File: src/hw/rtl/pfe_pkg.sv
// ----------------------------------------------------------------------------
// pfe_pkg
// Shared types and constants of the postfix expression evaluator.
// ----------------------------------------------------------------------------
package pfe_pkg;

	localparam logic [7:0] CH_PLUS  = 8'h2B;
	localparam logic [7:0] CH_MINUS = 8'h2D;
	localparam logic [7:0] CH_STAR  = 8'h2A;
	localparam logic [7:0] CH_SLASH = 8'h2F;
	localparam logic [7:0] CH_SPACE = 8'h20;
	localparam logic [7:0] CH_ZERO  = 8'h30;

	localparam logic [1:0] STS_OK    = 2'd0;
	localparam logic [1:0] STS_UNDER = 2'd1;
	localparam logic [1:0] STS_DIV0  = 2'd2;
	localparam logic [1:0] STS_OVER  = 2'd3;

	localparam int QDEPTH = 2;
	localparam int QAW    = 1;
	localparam int QCW    = 2;

	typedef enum logic [2:0] {
		OP_NOP,
		OP_PUSH,
		OP_ADD,
		OP_SUB,
		OP_MUL,
		OP_DIV
	} op_t;

	typedef struct packed {
		op_t        op;
		logic [7:0] sym;
		logic       last;
	} cmd_t;

	typedef struct packed {
		logic        start;
		logic [31:0] dividend;
		logic [31:0] divisor;
	} div_req_t;

	typedef struct packed {
		logic        done;
		logic [31:0] quotient;
	} div_rsp_t;

endpackage

File: src/hw/rtl/pfe_ram.sv
// ----------------------------------------------------------------------------
// pfe_ram
// Generic single write port, single read port RAM with registered read.
// ----------------------------------------------------------------------------
module pfe_ram #(
	parameter int WIDTH = 32,
	parameter int DEPTH = 16
) (
	input  logic                     clk,
	input  logic                     we,
	input  logic [$clog2(DEPTH)-1:0] waddr,
	input  logic [WIDTH-1:0]         wdata,
	input  logic                     re,
	input  logic [$clog2(DEPTH)-1:0] raddr,
	output logic [WIDTH-1:0]         rdata
);

	logic [WIDTH-1:0] mem [DEPTH];
	logic [WIDTH-1:0] rdata_q;

	always_ff @(posedge clk) begin
		if (we) begin
			mem[waddr] <= wdata;
		end
		if (re) begin
			rdata_q <= mem[raddr];
		end
	end

	assign rdata = rdata_q;

endmodule

File: src/hw/rtl/pfe_front.sv
// ----------------------------------------------------------------------------
// pfe_front
// Accepts characters, classifies them and queues commands for the back end.
// ----------------------------------------------------------------------------
module pfe_front (
	input  logic          clk,
	input  logic          arst_n,
	input  logic          push,
	input  logic [7:0]    symbol,
	input  logic          end_of_expr,
	output logic          full,
	output logic          cmd_valid,
	input  logic          cmd_pop,
	output pfe_pkg::cmd_t cmd
);

	pfe_pkg::cmd_t                ent_q [pfe_pkg::QDEPTH];
	pfe_pkg::cmd_t                cmd_in;
	logic [pfe_pkg::QAW-1:0]      wr_ptr_q;
	logic [pfe_pkg::QAW-1:0]      rd_ptr_q;
	logic [pfe_pkg::QCW-1:0]      cnt_q;
	logic                         wr_en;
	logic                         rd_en;

	always_comb begin
		cmd_in.sym  = symbol;
		cmd_in.last = end_of_expr;
		unique case (symbol)
			pfe_pkg::CH_SPACE: cmd_in.op = pfe_pkg::OP_NOP;
			pfe_pkg::CH_PLUS:  cmd_in.op = pfe_pkg::OP_ADD;
			pfe_pkg::CH_MINUS: cmd_in.op = pfe_pkg::OP_SUB;
			pfe_pkg::CH_STAR:  cmd_in.op = pfe_pkg::OP_MUL;
			pfe_pkg::CH_SLASH: cmd_in.op = pfe_pkg::OP_DIV;
			default:           cmd_in.op = pfe_pkg::OP_PUSH;
		endcase
	end

	assign full      = (cnt_q == pfe_pkg::QCW'(pfe_pkg::QDEPTH));
	assign cmd_valid = (cnt_q != '0);
	assign wr_en     = push && !full;
	assign rd_en     = cmd_pop && cmd_valid;
	assign cmd       = ent_q[rd_ptr_q];

	always_ff @(posedge clk or negedge arst_n) begin
		if (!arst_n) begin
			wr_ptr_q <= '0;
			rd_ptr_q <= '0;
			cnt_q    <= '0;
		end else begin
			if (wr_en) begin
				wr_ptr_q <= wr_ptr_q + 1'b1;
			end
			if (rd_en) begin
				rd_ptr_q <= rd_ptr_q + 1'b1;
			end
			if (wr_en && !rd_en) begin
				cnt_q <= cnt_q + 1'b1;
			end else if (rd_en && !wr_en) begin
				cnt_q <= cnt_q - 1'b1;
			end
		end
	end

	always_ff @(posedge clk) begin
		if (wr_en) begin
			ent_q[wr_ptr_q] <= cmd_in;
		end
	end

endmodule

File: src/hw/rtl/pfe_div.sv
// ----------------------------------------------------------------------------
// pfe_div
// Iterative signed 32-bit divider, one quotient bit per cycle, truncating.
// ----------------------------------------------------------------------------
module pfe_div (
	input  logic              clk,
	input  logic              arst_n,
	input  pfe_pkg::div_req_t req,
	output pfe_pkg::div_rsp_t rsp
);

	logic        busy_q;
	logic        done_q;
	logic [4:0]  step_q;
	logic [31:0] acc_q;
	logic [31:0] quo_q;
	logic [31:0] den_q;
	logic        neg_q;
	logic [32:0] shifted;
	logic [32:0] trial;
	logic [31:0] acc_n;
	logic        bit_n;
	logic [31:0] mag_a;
	logic [31:0] mag_b;

	assign mag_a = req.dividend[31] ? (32'd0 - req.dividend) : req.dividend;
	assign mag_b = req.divisor[31]  ? (32'd0 - req.divisor)  : req.divisor;

	always_comb begin
		shifted = {acc_q, quo_q[31]};
		trial   = shifted - {1'b0, den_q};
		if (!trial[32]) begin
			acc_n = trial[31:0];
			bit_n = 1'b1;
		end else begin
			acc_n = shifted[31:0];
			bit_n = 1'b0;
		end
	end

	always_ff @(posedge clk or negedge arst_n) begin
		if (!arst_n) begin
			busy_q <= 1'b0;
			done_q <= 1'b0;
			step_q <= '0;
		end else begin
			done_q <= 1'b0;
			if (req.start) begin
				busy_q <= 1'b1;
				step_q <= 5'd31;
			end else if (busy_q) begin
				step_q <= step_q - 1'b1;
				if (step_q == '0) begin
					busy_q <= 1'b0;
					done_q <= 1'b1;
				end
			end
		end
	end

	always_ff @(posedge clk) begin
		if (req.start) begin
			acc_q <= '0;
			quo_q <= mag_a;
			den_q <= mag_b;
			neg_q <= req.dividend[31] ^ req.divisor[31];
		end else if (busy_q) begin
			acc_q <= acc_n;
			quo_q <= {quo_q[30:0], bit_n};
		end
	end

	assign rsp.done     = done_q;
	assign rsp.quotient = neg_q ? (32'd0 - quo_q) : quo_q;

endmodule

File: src/hw/rtl/pfe_back.sv
// ----------------------------------------------------------------------------
// pfe_back
// Executes queued commands on the operand stack and holds the result slot.
// ----------------------------------------------------------------------------
module pfe_back #(
	parameter int STACK_DEPTH = 16
) (
	input  logic               clk,
	input  logic               arst_n,
	input  logic               cmd_valid,
	output logic               cmd_pop,
	input  pfe_pkg::cmd_t      cmd,
	output logic signed [31:0] value,
	output logic [1:0]         status,
	output logic               empty,
	input  logic               pop
);

	localparam int AW = $clog2(STACK_DEPTH);
	localparam int CW = $clog2(STACK_DEPTH + 1);

	typedef enum logic [1:0] {
		S_IDLE,
		S_EXEC,
		S_DIV,
		S_FIN
	} state_t;

	state_t             state_q;
	pfe_pkg::op_t       op_q;
	logic               last_q;
	logic [31:0]        tos_q;
	logic [CW-1:0]      cnt_q;
	logic [1:0]         err_q;
	logic               res_valid_q;
	logic signed [31:0] res_value_q;
	logic [1:0]         res_status_q;

	logic [CW-1:0]      cnt_m1;
	logic [CW-1:0]      cnt_m2;
	logic [31:0]        push_val;
	logic               ram_we;
	logic               ram_re;
	logic [31:0]        lhs;
	logic               slot_free;
	pfe_pkg::div_req_t  div_req;
	pfe_pkg::div_rsp_t  div_rsp;

	assign cnt_m1    = cnt_q - 1'b1;
	assign cnt_m2    = cnt_q - CW'(2);
	assign push_val  = {24'd0, cmd.sym} - {24'd0, pfe_pkg::CH_ZERO};
	assign cmd_pop   = (state_q == S_IDLE) && cmd_valid;
	assign slot_free = !res_valid_q || pop;

	assign ram_we = cmd_pop && (err_q == pfe_pkg::STS_OK) && (cmd.op == pfe_pkg::OP_PUSH)
		&& (cnt_q != CW'(STACK_DEPTH)) && (cnt_q != '0);
	assign ram_re = cmd_pop && (err_q == pfe_pkg::STS_OK)
		&& (cmd.op != pfe_pkg::OP_PUSH) && (cmd.op != pfe_pkg::OP_NOP)
		&& (cnt_q >= CW'(2))
		&& !((cmd.op == pfe_pkg::OP_DIV) && (tos_q == '0));

	pfe_ram #(
		.WIDTH(32),
		.DEPTH(STACK_DEPTH)
	) u_stack (
		.clk   (clk),
		.we    (ram_we),
		.waddr (cnt_m1[AW-1:0]),
		.wdata (tos_q),
		.re    (ram_re),
		.raddr (cnt_m2[AW-1:0]),
		.rdata (lhs)
	);

	assign div_req.start    = (state_q == S_EXEC) && (op_q == pfe_pkg::OP_DIV);
	assign div_req.dividend = lhs;
	assign div_req.divisor  = tos_q;

	pfe_div u_div (
		.clk    (clk),
		.arst_n (arst_n),
		.req    (div_req),
		.rsp    (div_rsp)
	);

	always_ff @(posedge clk or negedge arst_n) begin
		if (!arst_n) begin
			state_q      <= S_IDLE;
			op_q         <= pfe_pkg::OP_NOP;
			last_q       <= 1'b0;
			cnt_q        <= '0;
			err_q        <= pfe_pkg::STS_OK;
			res_valid_q  <= 1'b0;
			res_value_q  <= '0;
			res_status_q <= pfe_pkg::STS_OK;
		end else begin
			if (pop) begin
				res_valid_q <= 1'b0;
			end
			unique case (state_q)
				S_IDLE: begin
					if (cmd_valid) begin
						op_q   <= cmd.op;
						last_q <= cmd.last;
						if (cmd.last) begin
							state_q <= S_FIN;
						end
						if (err_q == pfe_pkg::STS_OK) begin
							unique case (cmd.op)
								pfe_pkg::OP_NOP: begin
								end
								pfe_pkg::OP_PUSH: begin
									if (cnt_q == CW'(STACK_DEPTH)) begin
										err_q <= pfe_pkg::STS_OVER;
									end else begin
										cnt_q <= cnt_q + 1'b1;
									end
								end
								default: begin
									if (cnt_q < CW'(2)) begin
										err_q <= pfe_pkg::STS_UNDER;
									end else if ((cmd.op == pfe_pkg::OP_DIV)
										&& (tos_q == '0)) begin
										err_q <= pfe_pkg::STS_DIV0;
									end else begin
										state_q <= S_EXEC;
									end
								end
							endcase
						end
					end
				end
				S_EXEC: begin
					if (op_q == pfe_pkg::OP_DIV) begin
						state_q <= S_DIV;
					end else begin
						cnt_q   <= cnt_m1;
						state_q <= last_q ? S_FIN : S_IDLE;
					end
				end
				S_DIV: begin
					if (div_rsp.done) begin
						cnt_q   <= cnt_m1;
						state_q <= last_q ? S_FIN : S_IDLE;
					end
				end
				S_FIN: begin
					if (slot_free) begin
						res_valid_q <= 1'b1;
						if (err_q != pfe_pkg::STS_OK) begin
							res_value_q  <= '0;
							res_status_q <= err_q;
						end else if (cnt_q == '0) begin
							res_value_q  <= '0;
							res_status_q <= pfe_pkg::STS_UNDER;
						end else begin
							res_value_q  <= tos_q;
							res_status_q <= pfe_pkg::STS_OK;
						end
						cnt_q       <= '0;
						err_q       <= pfe_pkg::STS_OK;
						state_q     <= S_IDLE;
					end
				end
				default: begin
					state_q <= S_IDLE;
				end
			endcase
		end
	end

	always_ff @(posedge clk) begin
		if (cmd_pop && (err_q == pfe_pkg::STS_OK) && (cmd.op == pfe_pkg::OP_PUSH)
			&& (cnt_q != CW'(STACK_DEPTH))) begin
			tos_q <= push_val;
		end else if (state_q == S_EXEC) begin
			unique case (op_q)
				pfe_pkg::OP_ADD: tos_q <= lhs + tos_q;
				pfe_pkg::OP_SUB: tos_q <= lhs - tos_q;
				pfe_pkg::OP_MUL: tos_q <= lhs * tos_q;
				default: begin
				end
			endcase
		end else if ((state_q == S_DIV) && div_rsp.done) begin
			tos_q <= div_rsp.quotient;
		end
	end

	assign value  = res_value_q;
	assign status = res_status_q;
	assign empty  = !res_valid_q;

endmodule

File: src/hw/rtl/postfix_expression_evaluator_core.sv
// ----------------------------------------------------------------------------
// postfix_expression_evaluator_core
// Evaluates a postfix expression of digits and + - * / one byte at a time.
//
// Input side is a queue: a character is taken when push is high and full low.
// A two-entry command queue sits between the character decoder and the
// stack engine, so characters keep flowing while the engine is busy.
// Result side is a queue: value and status are valid while empty is low and
// are consumed when pop is high; one result per expression, on the byte
// flagged end_of_expr.
// Engine steps: a space or digit is taken in the idle state, + - * add an
// execute state, / adds execute and divide states (32-step shift-subtract
// divider), and the last character adds a finish state to post the result.
// Digits and spaces sustain one character per cycle unless the engine waits
// for a result pop. The top of stack lives in a register, the rest in a
// STACK_DEPTH-entry RAM read through its registered port, hence the
// operators' execute state. Reset empties stack, command queue and result
// slot. If the result is not popped, the engine holds at the next end of
// expression and the command queue fills, after which full stays high.
// ----------------------------------------------------------------------------
module postfix_expression_evaluator_core #(
	parameter int STACK_DEPTH = 16
) (
	input  logic               clk,
	input  logic               arst_n,
	input  logic               push,
	output logic               full,
	input  logic [7:0]         symbol,
	input  logic               end_of_expr,
	output logic               empty,
	input  logic               pop,
	output logic signed [31:0] value,
	output logic [1:0]         status
);

	logic          cmd_valid;
	logic          cmd_pop;
	pfe_pkg::cmd_t cmd;

	pfe_front u_front (
		.clk         (clk),
		.arst_n      (arst_n),
		.push        (push),
		.symbol      (symbol),
		.end_of_expr (end_of_expr),
		.full        (full),
		.cmd_valid   (cmd_valid),
		.cmd_pop     (cmd_pop),
		.cmd         (cmd)
	);

	pfe_back #(
		.STACK_DEPTH(STACK_DEPTH)
	) u_back (
		.clk       (clk),
		.arst_n    (arst_n),
		.cmd_valid (cmd_valid),
		.cmd_pop   (cmd_pop),
		.cmd       (cmd),
		.value     (value),
		.status    (status),
		.empty     (empty),
		.pop       (pop)
	);

	// engine only consumes commands that exist
	assert property (@(posedge clk) disable iff (!arst_n) cmd_pop |-> cmd_valid)
		else $error("command consumed from empty queue");

	// failed expressions report zero
	assert property (@(posedge clk) disable iff (!arst_n)
		(!empty && (status != pfe_pkg::STS_OK)) |-> (value == 32'sd0))
		else $error("nonzero value with error status");

	// a full input side means commands are pending for the engine
	assert property (@(posedge clk) disable iff (!arst_n) full |-> cmd_valid)
		else $error("input full with no pending command");

endmodule

File: config.mk
export PLATFORM = sky130hd
export DESIGN_NAME = postfix_expression_evaluator_core
export DESIGN_NICKNAME = d
export VERILOG_FILES = /design/src/hw/rtl/pfe_pkg.sv /design/src/hw/rtl/pfe_ram.sv /design/src/hw/rtl/pfe_front.sv /design/src/hw/rtl/pfe_div.sv /design/src/hw/rtl/pfe_back.sv /design/src/hw/rtl/postfix_expression_evaluator_core.sv
export SDC_FILE = /design/constraint.sdc
export NUM_CORES = 2
export LEC_CHECK = 0
export BUFFER_PORTS_ARGS = -buffer_cell sky130_fd_sc_hd__buf_2
export CORE_MARGIN = 5
export CORE_UTILIZATION = 60
export DETAILED_ROUTE_END_ITERATION = 12
export PLACE_DENSITY = 0.78
export SYNTH_ARGS = -nofsm -noshare
export SYNTH_HDL_FRONTEND = slang
export SYNTH_HIERARCHICAL = 1
export SYNTH_SLANG_ARGS = --single-unit
export TNS_END_PERCENT = 20
File: constraint.sdc
create_clock -name clk -period 9.8 [get_ports clk]
set_input_delay 0.49 -clock clk [delete_from_list [all_inputs] [get_ports clk]]
set_output_delay 0.49 -clock clk [all_outputs]
set_load 0.05 [all_outputs]
==> Word level (Yosys, flattened, before mapping) <==
Memories as Yosys holds them, arrays and structs flattened. A register that Yosys moved wholly into a read port is not among the register bits.
Index checks and enable logic that the tools add are counted.
W data, S select, Z words.
{ "totals": {"input_bits": 13, "register_bits": 188, "word_cells": 172, "ramBits": 536, "out_inout_bits": 36, "mem_count": 2} }
{ "memory_table": {"columns": ["name", "depth", "word_bits", "rd", "rd_clocked_by_memory_dff", "write_ports", "line", "text"], "rows": [
  ["u_back.u_stack.mem", 16, 32, 1, 1, 1, "pfe_ram.sv:18", "logic [WIDTH-1:0] mem [DEPTH];"],
  ["u_front.ent_q", 2, 12, 1, 0, 1, "pfe_front.sv:17", "pfe_pkg::cmd_t ent_q [pfe_pkg::QDEPTH];"]
]} }
{ "op_classes": {"addsub": 15, "eq_ne": 29, "mul": 1, "mux": 59, "bitwise": 1, "reduce_logical": 43, "n_lt_le_gt_ge": 2} }
{ "ops": {"columns": ["op", "n"], "rows": [
  ["$mux W32", 10],
  ["$pmux W32 S3", 1],
  ["$sub A1 B32 Y32 const A", 3],
  ["$mux W5", 9],
  ["$eq A8 B6 Y1 const B", 5],
  ["$mux W2", 18],
  ["$sub A33 B32 Y33", 1],
  ["$add A32 B32 Y32", 1],
  ["$logic_not A32 Y1", 1],
  ["$mul A32 B32 Y32", 1],
  ["$sub A32 B32 Y32", 1],
  ["$mux W31", 1],
  ["$pmux W5 S4", 1],
  ["$logic_and A1 B1 Y1", 16],
  ["$mux W1", 15],
  ["$pmux W3 S5", 1],
  ["$reduce_and A7 Y1", 2],
  ["$ne A2 B2 Y1 const B", 6],
  ["$logic_not A5 Y1", 2],
  ["$reduce_bool A2 Y1", 5],
  ["$sub A5 B1 Y5 const B", 2],
  ["$eq A3 B3 Y1 const B", 3],
  ["$sub A8 B6 Y9 const B", 1],
  ["$pmux W2 S2", 2],
  ["29 further kinds", 42]
]} }

==> Depth between registers and ports, before layout <==
An unclocked memory read counts as a cell.
{ "depth": {"depth_word": 9, "depth_mapped": 29, "mapped_depth_nobuf": 27} }

==> Hierarchy <==
Netlist, hierarchy kept.
{ "by_module_without_submodules": {"columns": ["mod", "cells_each", "area_each_um2", "seq_area_each_um2", "instances"], "rows": [
  ["pfe_back", 2531, 22352.7, 2162.1, 1],
  ["pfe_ram", 838, 20155.6, 16335.7, 1],
  ["pfe_div", 900, 7747.4, 2767.7, 1],
  ["pfe_front", 65, 1122.3, 820.8, 1]
]} }

==> Worst setup path after synthesis <==
No wires, ideal clock.
{ "synth_timing": {"path_type": "flip-flop to flip-flop", "start": "register u_back.tos_q[6]", "end": "register u_back.tos_q[31], data pin", "required_time_ns": 9.541, "stages_incl_launch_ff": 26, "n_path_buf": 3, "setup_time_ns": 0.259, "arrival_ns": 7.279, "slack_ns": 2.262, "period_less_slack_ns": 7.538, "cell_sequence": "edfxtp_1 > clkbuf_1 > clkbuf_1 > and2_1 > fa_1 > fa_1 > fa_1 > inv_1 > fa_1 > inv_1 > fa_1 > fa_1 > fa_1 > inv_1 > fa_1 > inv_1 > ha_1 > clkbuf_1 > nand3_1 > nor3_1 > o21ai_0 > a31oi_1 > a31oi_1 > o21ai_0 > xnor2_1 > a211o_1"} }
{ "synth_between": {"elab_chain_cells": 4, "elab_cells_between_ends": 6, "cone_classes": "add/sub: 2; mul: 1; mux: 3"} }
{ "synth_rtl": {"columns": ["item", "line", "text"], "rows": [
  ["from (decl)", "pfe_back.sv:32", "logic [31:0] tos_q;"],
  ["from (signal assigned)", "pfe_back.sv:175", "tos_q <= push_val;"],
  ["from (signal assigned)", "pfe_back.sv:178", "pfe_pkg::OP_ADD: tos_q <= lhs + tos_q;"],
  ["from (signal assigned)", "pfe_back.sv:179", "pfe_pkg::OP_SUB: tos_q <= lhs - tos_q;"],
  ["$mul A32 B32 Y32, or another cell as far along", "pfe_back.sv:180", "pfe_pkg::OP_MUL: tos_q <= lhs * tos_q;"],
  ["$pmux W32 S3 (*)", "pfe_back.sv:177", "unique case (op_q)"],
  ["$mux W32 (*)", "pfe_back.sv:176", "end else if (state_q == S_EXEC) begin"],
  ["$mux W32 (*)", "pfe_back.sv:173", "if (cmd_pop && (err_q == pfe_pkg::STS_OK) && (cmd.op == pfe_pkg::OP_PUSH)"]
]} }
Mark *: on every way between the ends. The rest lies on a longest branch, timed or not.
A chain may end at the register's enable or synchronous reset.

==> Worst setup path in the final report <==
{ "layout_timing": {"start": "register u_back.tos_q[7]", "end": "register u_back.tos_q[31], data pin"} }
Same word-level chain as after synthesis.

==> key figures <==
Run status
  • Outcome: complete, no violations

Synthesis
  • Top_reg_cell synth: edfxtp_1
  • Cells after synthesis: 4334
  • Post-synthesis net count: 4964
  • Register area share after synthesis: 43.0%
  • Ys Warns: 6
  • Mapped Area: between 50000 and 60000 um^2
  • EDFF count, synth: around 670
  • Average cell area after synthesis: 11.9 um^2
  • #FFs+latches synth: 756
  • Async SR Flop Fraction: 7.80%
  • Post-synth cell types: 87

Power and ir drop
  • Total design power: 6740 uW
  • Static leakage: approximately 0.024 uW
  • Pwr Density: 121 nW/um^2
  • Worst vdd ir: 0.120 mV

Worst setup path
  • Cell at the slowest stage of the critical path: edfxtp_1
  • CP peak stage delay: 1.20 ns
  • CP delay by family, top: adder cells
  • Critical Path AT: 8.71 ns
  • Reg2Reg Setup Slack: 1.47 ns
  • Worst flop-to-flop path startpoint: u_back/tos_q[7]
  • CP Max Fanout: 26
  • CP Buf/Inv Count: 5
  • FF-to-FF End: u_back/tos_q[31]
  • Critical Path, Cell by Cell: buf_4 -> and2_1 -> fa_1 -> fa_1 -> inv_1 -> fa_1 -> fa_1 -> inv_1 -> ha_1 -> ha_1 -> fa_1 -> inv_1 -> fa_1 -> inv_1 -> ha_1 -> and3_1 -> o211ai_1 -> nor2_1 -> o21ai_0 -> a31oi_1 -> a31oi_1 -> o21ai_0 -> xnor2_1 -> a211o_1
  • Worst endpoint required time: 10.18 ns
  • Crit. End Element: flip-flop
  • Crit start category: flip-flop
  • CP dominant cell by count: fa_1
  • Worst r2r path cells: 24
  • Critical path type: flip-flop to flip-flop

CTS
  • Num Clock Sinks: 756
  • Clock transition at the registers of the reported paths: 0.06 ns
  • Postcts setup bufs: 0
  • CTS H-tree depth: 3
  • Root buffer cell: clkbuf_16
  • CTS Buffer Depth: 3
  • Hold-fix buffers, CTS: 0
  • CTS buffer count: slightly below 80
  • Post-cts repair resize count: 0
  • Clock Latency Late Sink: between 0.6 and 0.7 ns
  • TritonCTS clock tree: done

Final layout
  • Most frequent cells in the layout: edfxtp_1, inv_1, nand2_1
  • Fin nets: roughly 5000
  • Layout cells sized above 1: a little over a tenth
  • Layout fillers: 6233
  • Area delta synth->final: 8.76%
  • Commonest non-fill, non-tap cell in the layout: edfxtp_1

Timing
  • RSZ-0062 raised after global routing: no
  • Worst-margin pin slew: 1.28 ns
  • Max-slew headroom: 14.9%
  • # setup viols final: 0
  • Final Hold Viols: 0
  • Final Cycle Share: 85.0%
  • Final min period: 8.33 ns
  • Maximum clock rate: 120 MHz
  • Skew final: around 0.037 ns
  • Setup TNS: 0 ns
  • Final slew viol count: 0

Global route
  • Total grt overflow: 0
  • Largest net degree at the start of global routing: 82
  • GR Util met1: a little under half
  • Busiest layer in global routing: met2
  • Met3 GRT Util: under 10%
  • Vias in the first global route: approximately 36000
  • Met2 Use GR: just over 50%
  • First-pass GRT wire length: 226000 um
  • Antenna violations before repair: 1
  • Gr usage total: 33.1%

Routing
  • Via count: 35600
  • DR vias/cell: 6.41
  • Post-detailed-route count of antenna-violating nets: 0
  • DRT Wirelength: 149000 um
  • 1st-iter DRT viols: 4200
  • DR DRC count: 0
  • Initial DRT Pass Iterations: 6
  • Wirelength per Cell: 26.9 um

Floorplan
  • Die area: 91600 um^2
  • Core Box Area: 85100 um^2
  • Initial Util: 60.3%
  • Top Ports: around 50
  • Die X-Extent: around 300 um
  • FP Rows: 107
  • DIE HEIGHT: 303 um

Place
  • GP Congestion: 0.972
  • Half-perimeter wire length after placement: between 90000 and 100000 um
  • Buffers added on ports: 48

Worst hold path
  • Hold crit path type: input port to async pin

Job
  • Max-cap violations: 0
[cells in the mapped netlist, types with 11 or more instances]
library cell / count / area, um^2
o31ai_1: 34 / 255
mux2i_1: 12 / 120
clkbuf_1: 189 / 709
a211oi_1: 13 / 97.6
a311oi_1: 19 / 166
o211ai_1: 20 / 150
a21oi_1: 141 / 706
xnor2_1: 185 / 1620
buf_1: 12 / 45.0
dfrtp_1: 59 / 1480
o21ai_0: 137 / 686
a22oi_1: 65 / 488
buf_4: 11 / 82.6
dfxtp_1: 32 / 641
o41ai_1: 19 / 166
nor3_1: 47 / 235
o21a_1: 11 / 82.6
or4_1: 14 / 105
inv_1: 524 / 1970
or3_1: 23 / 144
a22o_1: 32 / 280
nand2b_1: 31 / 194
nor2b_1: 17 / 106
nand4_1: 14 / 87.6
nand3_1: 39 / 195
edfxtp_1: 665 / 20000
fa_1: 410 / 8210
nand2_1: 426 / 1600
mux4_2: 128 / 2880
and2_1: 310 / 1940
xor2_1: 83 / 727
buf_2: 14 / 70.1
mux2_2: 15 / 169
a21o_1: 43 / 323
ha_1: 207 / 2590
nor4_1: 17 / 106
a31oi_1: 21 / 131
nor2_1: 154 / 578
[area by class of cell]
class / count / area [um^2] / area share (%)
multi-input combinational: 2827 / 26600 / 47.6
clock inverter: 53 / 694 / 1.24
timing repair buffer: 156 / 1060 / 1.90
tap: 1144 / 1430 / 2.56
inverter: 524 / 1970 / 3.53
antenna: 4 / 10.0 / 0.0179
sequential: 756 / 22100 / 39.5
clock buffer: 92 / 2030 / 3.63
[layer usage]
metal / routed length [um] / vias up
met5: 0 / -
met4: 7110 / 0
met3: 18900 / 438
met2: 67700 / 2410
met1: 55500 / 17800
li1: - / 15000
[kinds of logic (layout without fill, tap and decap cells)]
family | count (synthesis) | in the layout | synth area share, %
AO/OA/AOI/OAI | 629 | 629 | 8.19
XOR/XNOR | 269 | 269 | 4.62
adder cells (fa/ha/maj) | 617 | 617 | 21.0
buffers and inverters | 751 | 825 | 5.62
flip-flops | 756 | 756 | 43.0
multiplexers | 155 | 155 | 6.17
other | 0 | 4 | 0
AND/OR/NAND/NOR | 1157 | 1157 | 11.4
[state kept, by name, indices dropped and copies added, names as in the netlist, 2 cells and up]
name,cells
u_back/u_div/step_q,5
u_back/op_q,3
u_back/u_stack/rdata,32
u_front/ent_q,24
u_back/u_div/den_q,32
u_back/err_q,2
u_back/status,2
u_back/u_div/quo_q,32
u_front/cnt_q,2
u_back/u_stack/mem,512
u_back/state_q,2
u_back/cnt_q,5
u_back/u_div/acc_q,32
u_back/value,32
u_back/tos_q,32
[worst max path at each step]
stage	startpoint	to	slack, ns	depth (start not counted)
after floorplan	u_back/tos_q[6]	u_back/tos_q[31]	2.26	25
after global placement	u_back/tos_q[7]	u_back/tos_q[31]	1.79	24
after detailed placement	u_back/tos_q[7]	u_back/tos_q[31]	1.66	23
after CTS	u_back/tos_q[7]	u_back/tos_q[31]	1.61	23
after global routing	u_back/tos_q[7]	u_back/tos_q[31]	1.16	24
final	u_back/tos_q[7]	u_back/tos_q[31]	1.47	24
[power by group]
part           internal (uW)  leakage (uW)  switching [uW]
Combinational           27.8        0.0140            56.1
Clock                   1800       0.00132            1350
Sequential              3490       0.00828            10.1
[metrics by stage]
stage	instance area [um^2]	hold slack (ns)	utilization (%)	instances	setup WS [ns]
floorplan	51400	0.194	-	4334	2.26
global placement	53100	0.464	62.4	5407	1.79
detailed placement	53100	0.475	62.4	5407	1.66
CTS	55900	0.0138	65.6	5552	1.61
global route	55900	0.0277	65.6	5552	1.16
finish	55900	0.00695	65.6	5556	1.47
Power figures use the tool's default switching activity.
